$ cat config.mk
export PLATFORM = sky130hd
export DESIGN_NAME = lpvs_ctrl
export DESIGN_NICKNAME = d
export VERILOG_FILES = /design/src/design/lpvs_pkg.sv /design/src/design/lpvs_ctrl.sv
export SDC_FILE = /design/constraint.sdc
export NUM_CORES = 1
export LEC_CHECK = 0
export ABC_AREA = 1
export BUFFER_PORTS_ARGS = -buffer_cell sky130_fd_sc_hd__buf_2
export CAP_MARGIN = 0
export CORE_MARGIN = 4
export CORE_UTILIZATION = 54
export DETAILED_ROUTE_END_ITERATION = 8
export PLACE_DENSITY_LB_ADDON = 0.08
export SYNTH_ARGS = -nofsm -noshare
export SYNTH_HDL_FRONTEND = slang
export SYNTH_SLANG_ARGS = --single-unit
$ cat constraint.sdc
create_clock -name aclk -period 3.5 [get_ports aclk]
set_input_delay 0.175 -clock aclk [delete_from_list [all_inputs] [get_ports aclk]]
set_output_delay 0.175 -clock aclk [all_outputs]
set_load 0.005 [all_outputs]
$ cat src/design/lpvs_pkg.sv
// Shared types, constants and helpers for the Logan/Patlak voxel slope engine.
package lpvs_pkg;

    localparam int MAX_FRAMES = 64;
    localparam int FRAC_BITS  = 16;
    localparam int FIW        = $clog2(MAX_FRAMES + 1);
    localparam int DIV_W      = 128;

    localparam logic [2:0] CFG_MODE     = 3'd0;
    localparam logic [2:0] CFG_ARTERIAL = 3'd1;
    localparam logic [2:0] CFG_K2       = 3'd2;
    localparam logic [2:0] CFG_START    = 3'd3;
    localparam logic [2:0] CFG_BP       = 3'd4;
    localparam logic [2:0] CFG_CMRG     = 3'd5;
    localparam logic [2:0] CFG_PG       = 3'd6;
    localparam logic [2:0] CFG_LC       = 3'd7;

    localparam logic [1:0] ST_OK    = 2'd0;
    localparam logic [1:0] ST_FEW   = 2'd1;
    localparam logic [1:0] ST_ZDEN  = 2'd2;
    localparam logic [1:0] ST_SAT   = 2'd3;

    typedef struct packed {
        logic signed [31:0] voxel_sample;
        logic signed [31:0] ref_sample;
        logic        [31:0] frame_duration;
        logic               in_region;
        logic               last_frame;
    } in_word_t;

    typedef struct packed {
        logic signed [31:0] slope;
        logic        [1:0]  status;
    } out_word_t;

    typedef struct packed {
        logic        mode;
        logic        arterial;
        logic [31:0] k2;
        logic [5:0]  start;
        logic        bp;
        logic        cmrg;
        logic [31:0] pg;
        logic [31:0] lc;
    } cfg_t;

    // Datapath operations issued by the controller.
    typedef enum logic [3:0] {
        OP_NONE, OP_LOAD, OP_INTEG, OP_DIV_K2, OP_DIV_Y, OP_DIV_X, OP_ACCUM,
        OP_FIT_A, OP_FIT_B, OP_DIV_SLOPE, OP_ADJ, OP_DIV_CMRG, OP_CLEAR
    } op_t;

    typedef struct packed {
        op_t  op;
        logic start_div;
    } cmd_t;

    typedef struct packed {
        logic div_done;
        logic active;
        logic want_k2;
        logic last;
        logic few;
        logic zden;
        logic want_cmrg;
        logic fit_last;
    } stat_t;

    // Signed saturation of a 128-bit value to w bits, returned sign-extended.
    function automatic logic signed [127:0] sat_to(input logic signed [127:0] v,
                                                   input int w, output logic hit);
        logic signed [127:0] hi_lim;
        logic signed [127:0] lo_lim;
        begin
            hi_lim = (128'sd1 <<< (w - 1)) - 128'sd1;
            lo_lim = -(128'sd1 <<< (w - 1));
            hit = 1'b0;
            sat_to = v;
            if (v > hi_lim) begin
                sat_to = hi_lim;
                hit = 1'b1;
            end else if (v < lo_lim) begin
                sat_to = lo_lim;
                hit = 1'b1;
            end
        end
    endfunction

endpackage

$ cat src/design/lpvs_ctrl.sv
// Sequencer that steps the datapath through one frame word.
module lpvs_ctrl
    import lpvs_pkg::*;
(
    input  logic  aclk,
    input  logic  aresetn,
    input  logic  s_valid,
    output logic  s_ready,
    output logic  m_valid,
    input  logic  m_ready,
    input  logic  bp,
    input  logic  mode,
    input  stat_t stat,
    output cmd_t  cmd,
    output logic  res_load
);
    typedef enum logic [3:0] {
        S_IDLE, S_INTEG, S_CHK, S_K2, S_Y, S_X, S_ACC, S_END,
        S_FA, S_FB, S_SL, S_ADJ, S_CM, S_OUT
    } state_t;

    state_t state_reg, state_next;
    logic   issued_reg, issued_next;
    logic   mv_reg, mv_next;

    always_comb begin
        state_next  = state_reg;
        issued_next = issued_reg;
        mv_next     = mv_reg;
        cmd.op        = OP_NONE;
        cmd.start_div = 1'b0;
        if (mv_reg && m_ready) mv_next = 1'b0;
        unique case (state_reg)
            S_IDLE: if (s_valid) begin
                cmd.op = OP_LOAD;
                state_next = S_INTEG;
            end
            S_INTEG: begin
                cmd.op = OP_INTEG;
                state_next = stat.active ? S_CHK : S_END;
            end
            S_CHK: state_next = stat.active ? (stat.want_k2 ? S_K2 : S_Y) : S_END;
            S_K2, S_Y, S_X, S_SL, S_CM: begin
                unique case (state_reg)
                    S_K2:    cmd.op = OP_DIV_K2;
                    S_Y:     cmd.op = OP_DIV_Y;
                    S_X:     cmd.op = OP_DIV_X;
                    S_SL:    cmd.op = OP_DIV_SLOPE;
                    default: cmd.op = OP_DIV_CMRG;
                endcase
                if (!issued_reg) begin
                    cmd.start_div = 1'b1;
                    issued_next = 1'b1;
                end else if (stat.div_done) begin
                    issued_next = 1'b0;
                    unique case (state_reg)
                        S_K2:    state_next = S_Y;
                        S_Y:     state_next = S_X;
                        S_X:     state_next = S_ACC;
                        S_SL:    state_next = (!mode && bp) ? S_ADJ
                                            : (stat.want_cmrg ? S_CM : S_OUT);
                        default: state_next = S_OUT;
                    endcase
                end
            end
            S_ACC: begin
                cmd.op = OP_ACCUM;
                state_next = S_END;
            end
            S_END: state_next = !stat.last ? S_IDLE : (stat.few ? S_OUT : S_FA);
            S_FA: begin
                cmd.op = OP_FIT_A;
                if (stat.fit_last) state_next = S_FB;
            end
            S_FB: begin
                cmd.op = OP_FIT_B;
                state_next = S_SL;
            end
            S_ADJ: begin
                cmd.op = OP_ADJ;
                state_next = S_OUT;
            end
            S_OUT: begin
                // The finished word waits here while the previous one is still held.
                if (!mv_reg || m_ready) begin
                    cmd.op = OP_CLEAR;
                    if (stat.zden && !stat.few) issued_next = 1'b0;
                    mv_next = 1'b1;
                    state_next = S_IDLE;
                end
            end
            default: state_next = S_IDLE;
        endcase
        // A zero denominator skips the slope division.
        if (state_reg == S_FB) state_next = S_SL;
    end

    logic zskip;
    assign zskip = (state_reg == S_SL) && stat.zden && !issued_reg;

    always_ff @(posedge aclk) begin
        if (!aresetn) begin
            state_reg  <= S_IDLE;
            issued_reg <= 1'b0;
            mv_reg     <= 1'b0;
        end else begin
            state_reg  <= zskip ? S_OUT : state_next;
            issued_reg <= zskip ? 1'b0 : issued_next;
            mv_reg     <= mv_next;
        end
    end

    assign s_ready  = (state_reg == S_IDLE);
    assign m_valid  = mv_reg;
    assign res_load = (state_reg == S_OUT) && (!mv_reg || m_ready);

    assert property (@(posedge aclk) disable iff (!aresetn)
        (state_reg == S_OUT && m_valid && !m_ready) |=> (state_reg == S_OUT))
        else $error("finished word overwrote a waiting result word");
    assert property (@(posedge aclk) disable iff (!aresetn)
        cmd.start_div |=> !cmd.start_div)
        else $error("divider restarted on consecutive cycles");
    assert property (@(posedge aclk) disable iff (!aresetn)
        (m_valid && !m_ready) |=> m_valid)
        else $error("result word dropped before it was taken");

endmodule
==> flow_summary.json <==
{
  "outcome": "complete, no violations",
  "endpoint": "cmd[1]",
  "avgViaCountPerCell": 5.29,
  "grt_pass1_vias": 871,
  "netlist_top_cells_area": "nand2_1, dfxtp_1, inv_1",
  "syn_area_sq_um": 764,
  "coreArea_sq_um": 1320,
  "num_antenna_cells": 0,
  "setup_viol": 0,
  "crit_start": "state_reg[2]$_SDFFE_PN0P_",
  "grt_first_pass_wirelength_um": 3600,
  "syn_to_final_growth_pct": 19.1,
  "totalWireLength_um": 2090,
  "ys.flop_type": "dfxtp_1",
  "grt_max_degree": 8,
  "place_hpwl_um": 1760,
  "core.rowCount": 13,
  "syn_nets": 155,
  "synth_top_family_by_area": "simple AND/OR/NAND/NOR gates",
  "critPathLaunchType": "register",
  "layout_common_cells": "nand2_1, inv_1, buf_2",
  "synth_mux_area_share_pct": 0,
  "dieArea_sq_um": 2080,
  "clk_latency_ns": 0.25,
  "r2r-end": "state_reg[3]$_SDFFE_PN0P_",
  "drc": 0,
  "synth-adder-area-share_pct": 0,
  "synthXorXnorAreaFrac_pct": 0,
  "crit_path_max_fanout": 7,
  "tns_ns": 0,
  "yosysWarnings": 0,
  "final_common_cell": "nand2_1",
  "ant_nets": 0,
  "gp_congestion": 0.946,
  "die_h_um": 45.6,
  "clk_path_buf_depth": 2,
  "synth-seq-cells": 6,
  "dieWidth_um": 45.6,
  "p_per_area_nw_per_um2": 706,
  "finalMaxSlewViolations": 0,
  "num_io_pins": 22,
  "total_power_uw": 643,
  "cts_tree": "done",
  "arrival_ns": 1.63,
  "clock-sinks": 6,
  "avgSynthCellArea_sq_um": 5.42,
  "worstMarginPinSlew_ns": 0.326,
  "htreeDepth": 1,
  "cts_root_buffer": "clkbuf_4",
  "vias": 952,
  "fill_cells": 119,
  "max-vdd-ir-drop_v": 0.000343,
  "fmax_ghz": 0.554,
  "place_area_sq_um": 888,
  "whs_ns": 0.230,
  "yosysUniqueCellTypes": 23,
  "required_ns": 3.32,
  "postSynthCellCount": 141,
  "r2r_setup_slack_ns": 1.90,
  "drt_iter0_drc": 52,
  "cts_buffers": 3,
  "crit_type": "reg2out",
  "reg2reg_from": "state_reg[3]$_SDFFE_PN0P_",
  "synthSimpleGateAreaFrac_pct": 59.4,
  "min_period_ns": 1.81,
  "fin_crit_sh_pct": 51.6,
  "cts_setup_buffers": 0,
  "dr.pass1.iters": 4,
  "layout-drive-gt1-share_pct": 26.1,
  "fin_nets": 181,
  "ctsHoldBuffers": 0,
  "final-hold-violation-count": 0,
  "synth.top_cell.area_share_pct": 20.1,
  "synth_sequential_area_ratio_pct": 15.7,
  "grt_use_total_pct": 23.5,
  "antenna_found_initial": 0,
  "endpoint_kind": "primary output",
  "p_leak_nw": 0.529,
  "finalInstanceArea_sq_um": 911,
  "fin_skew_ns": 0.00525,
  "cts.clk_slew.worst_paths_ns": 0.05,
  "largest_reg_flops": 4,
  "yosysTopAreaCell": "nand2_1",
  "ctsResizeCount": 0,
  "wl_per_cell_um": 11.6,
  "timing.max_cap.violations": 0,
  "ff2ff_path_depth": 9,
  "synthArstFlopShare_pct": 0,
  "min_path_type": "in2reg",
  "start_util_pct": 58.0,
  "grt-ovfl-total": 0,
  "slew_headroom_pct": 78.2,
  "synth-edff-count": 0,
  "synth_compound_area_share_pct": 11.1,
  "portBuffers": 21,
  "rsz0062_at_grt": "false"
}
==> synth_stat cells, types with 2 or more instances <==
| library cell | number |
|---|---|
| nand2_1 | 41 |
| inv_1 | 22 |
| nor2_1 | 17 |
| nand3_1 | 10 |
| a21oi_1 | 8 |
| nand4_1 | 7 |
| dfxtp_1 | 6 |
| inv_2 | 5 |
| nor2_2 | 5 |
| nand2_2 | 4 |
| nand3b_1 | 2 |
| nor2_4 | 2 |
| o21ai_0 | 2 |
==> area by class of cell <==
class	count	area [sq um]	share of cell area [%]
Clock buffer	3	22.5	2.47
Inverter	28	105	11.5
Multi-Input combinational cell	107	539	59.2
Sequential cell	6	120	13.2
Timing Repair Buffer	21	105	11.5
Tap cell	15	18.8	2.06
==> report_power, final <==
| part | switching, mW | leakage [nW] | internal (mW) |
|---|---|---|---|
| clock | 0.0290 | 0.0138 | 0.0391 |
| sequential | 0.0367 | 0.0491 | 0.0901 |
| combinational | 0.275 | 0.466 | 0.173 |
| total | 0.341 | 0.529 | 0.302 |
==> cell families (layout without fill, tap and decap cells) <==
family | Yosys count | count (layout)
compound gates | 15 | 15
buf+inv | 28 | 52
flops | 6 | 6
simple gates | 92 | 92
==> critical path, cell delays in order, from the launching register on <==
cell and delay, ns:
dfxtp_1 0.50, inv_2 0.09, nand2_2 0.12, nor2_2 0.08, nor2_8 0.13, nand3_4 0.11, a22oi_1 0.16, nand2_1 0.06
buf_2 0.12
==> stage by stage <==
| step | util [%] | std cells | setup slack (ns) |
|---|---|---|---|
| floorplan | - | 141 | 2.13 |
| global placement | 67.4 | 177 | 1.94 |
| detailed placement | 67.4 | 177 | 1.94 |
| CTS | 69.1 | 180 | 1.69 |
| global route | 69.1 | 180 | 1.54 |
| finish | 69.1 | 180 | 1.69 |
==> per-layer routing <==
metal | vias up | share of wire [%] | GRT usage [%]
met4 | 0 | 1.7 | 6.43
met5 | - | 0 | 0
li1 | 491 | - | -
met1 | 406 | 43 | 32.6
met3 | 6 | 12 | 9.49
met2 | 49 | 44 | 33.1
==> worst min path at each step <==
stage / start / endpoint / slack (ns) / cells after the start
finish: m_ready / m_valid$_SDFF_PN0_ / 0.23 / 4
global route: m_ready / m_valid$_SDFF_PN0_ / 0.24 / 4
CTS: m_ready / m_valid$_SDFF_PN0_ / 0.23 / 4
detailed placement: m_ready / m_valid$_SDFF_PN0_ / 0.48 / 4
global placement: m_ready / m_valid$_SDFF_PN0_ / 0.47 / 4
floorplan: aresetn / m_valid$_SDFF_PN0_ / 0.36 / 2
(Power assumes the default switching activity.)
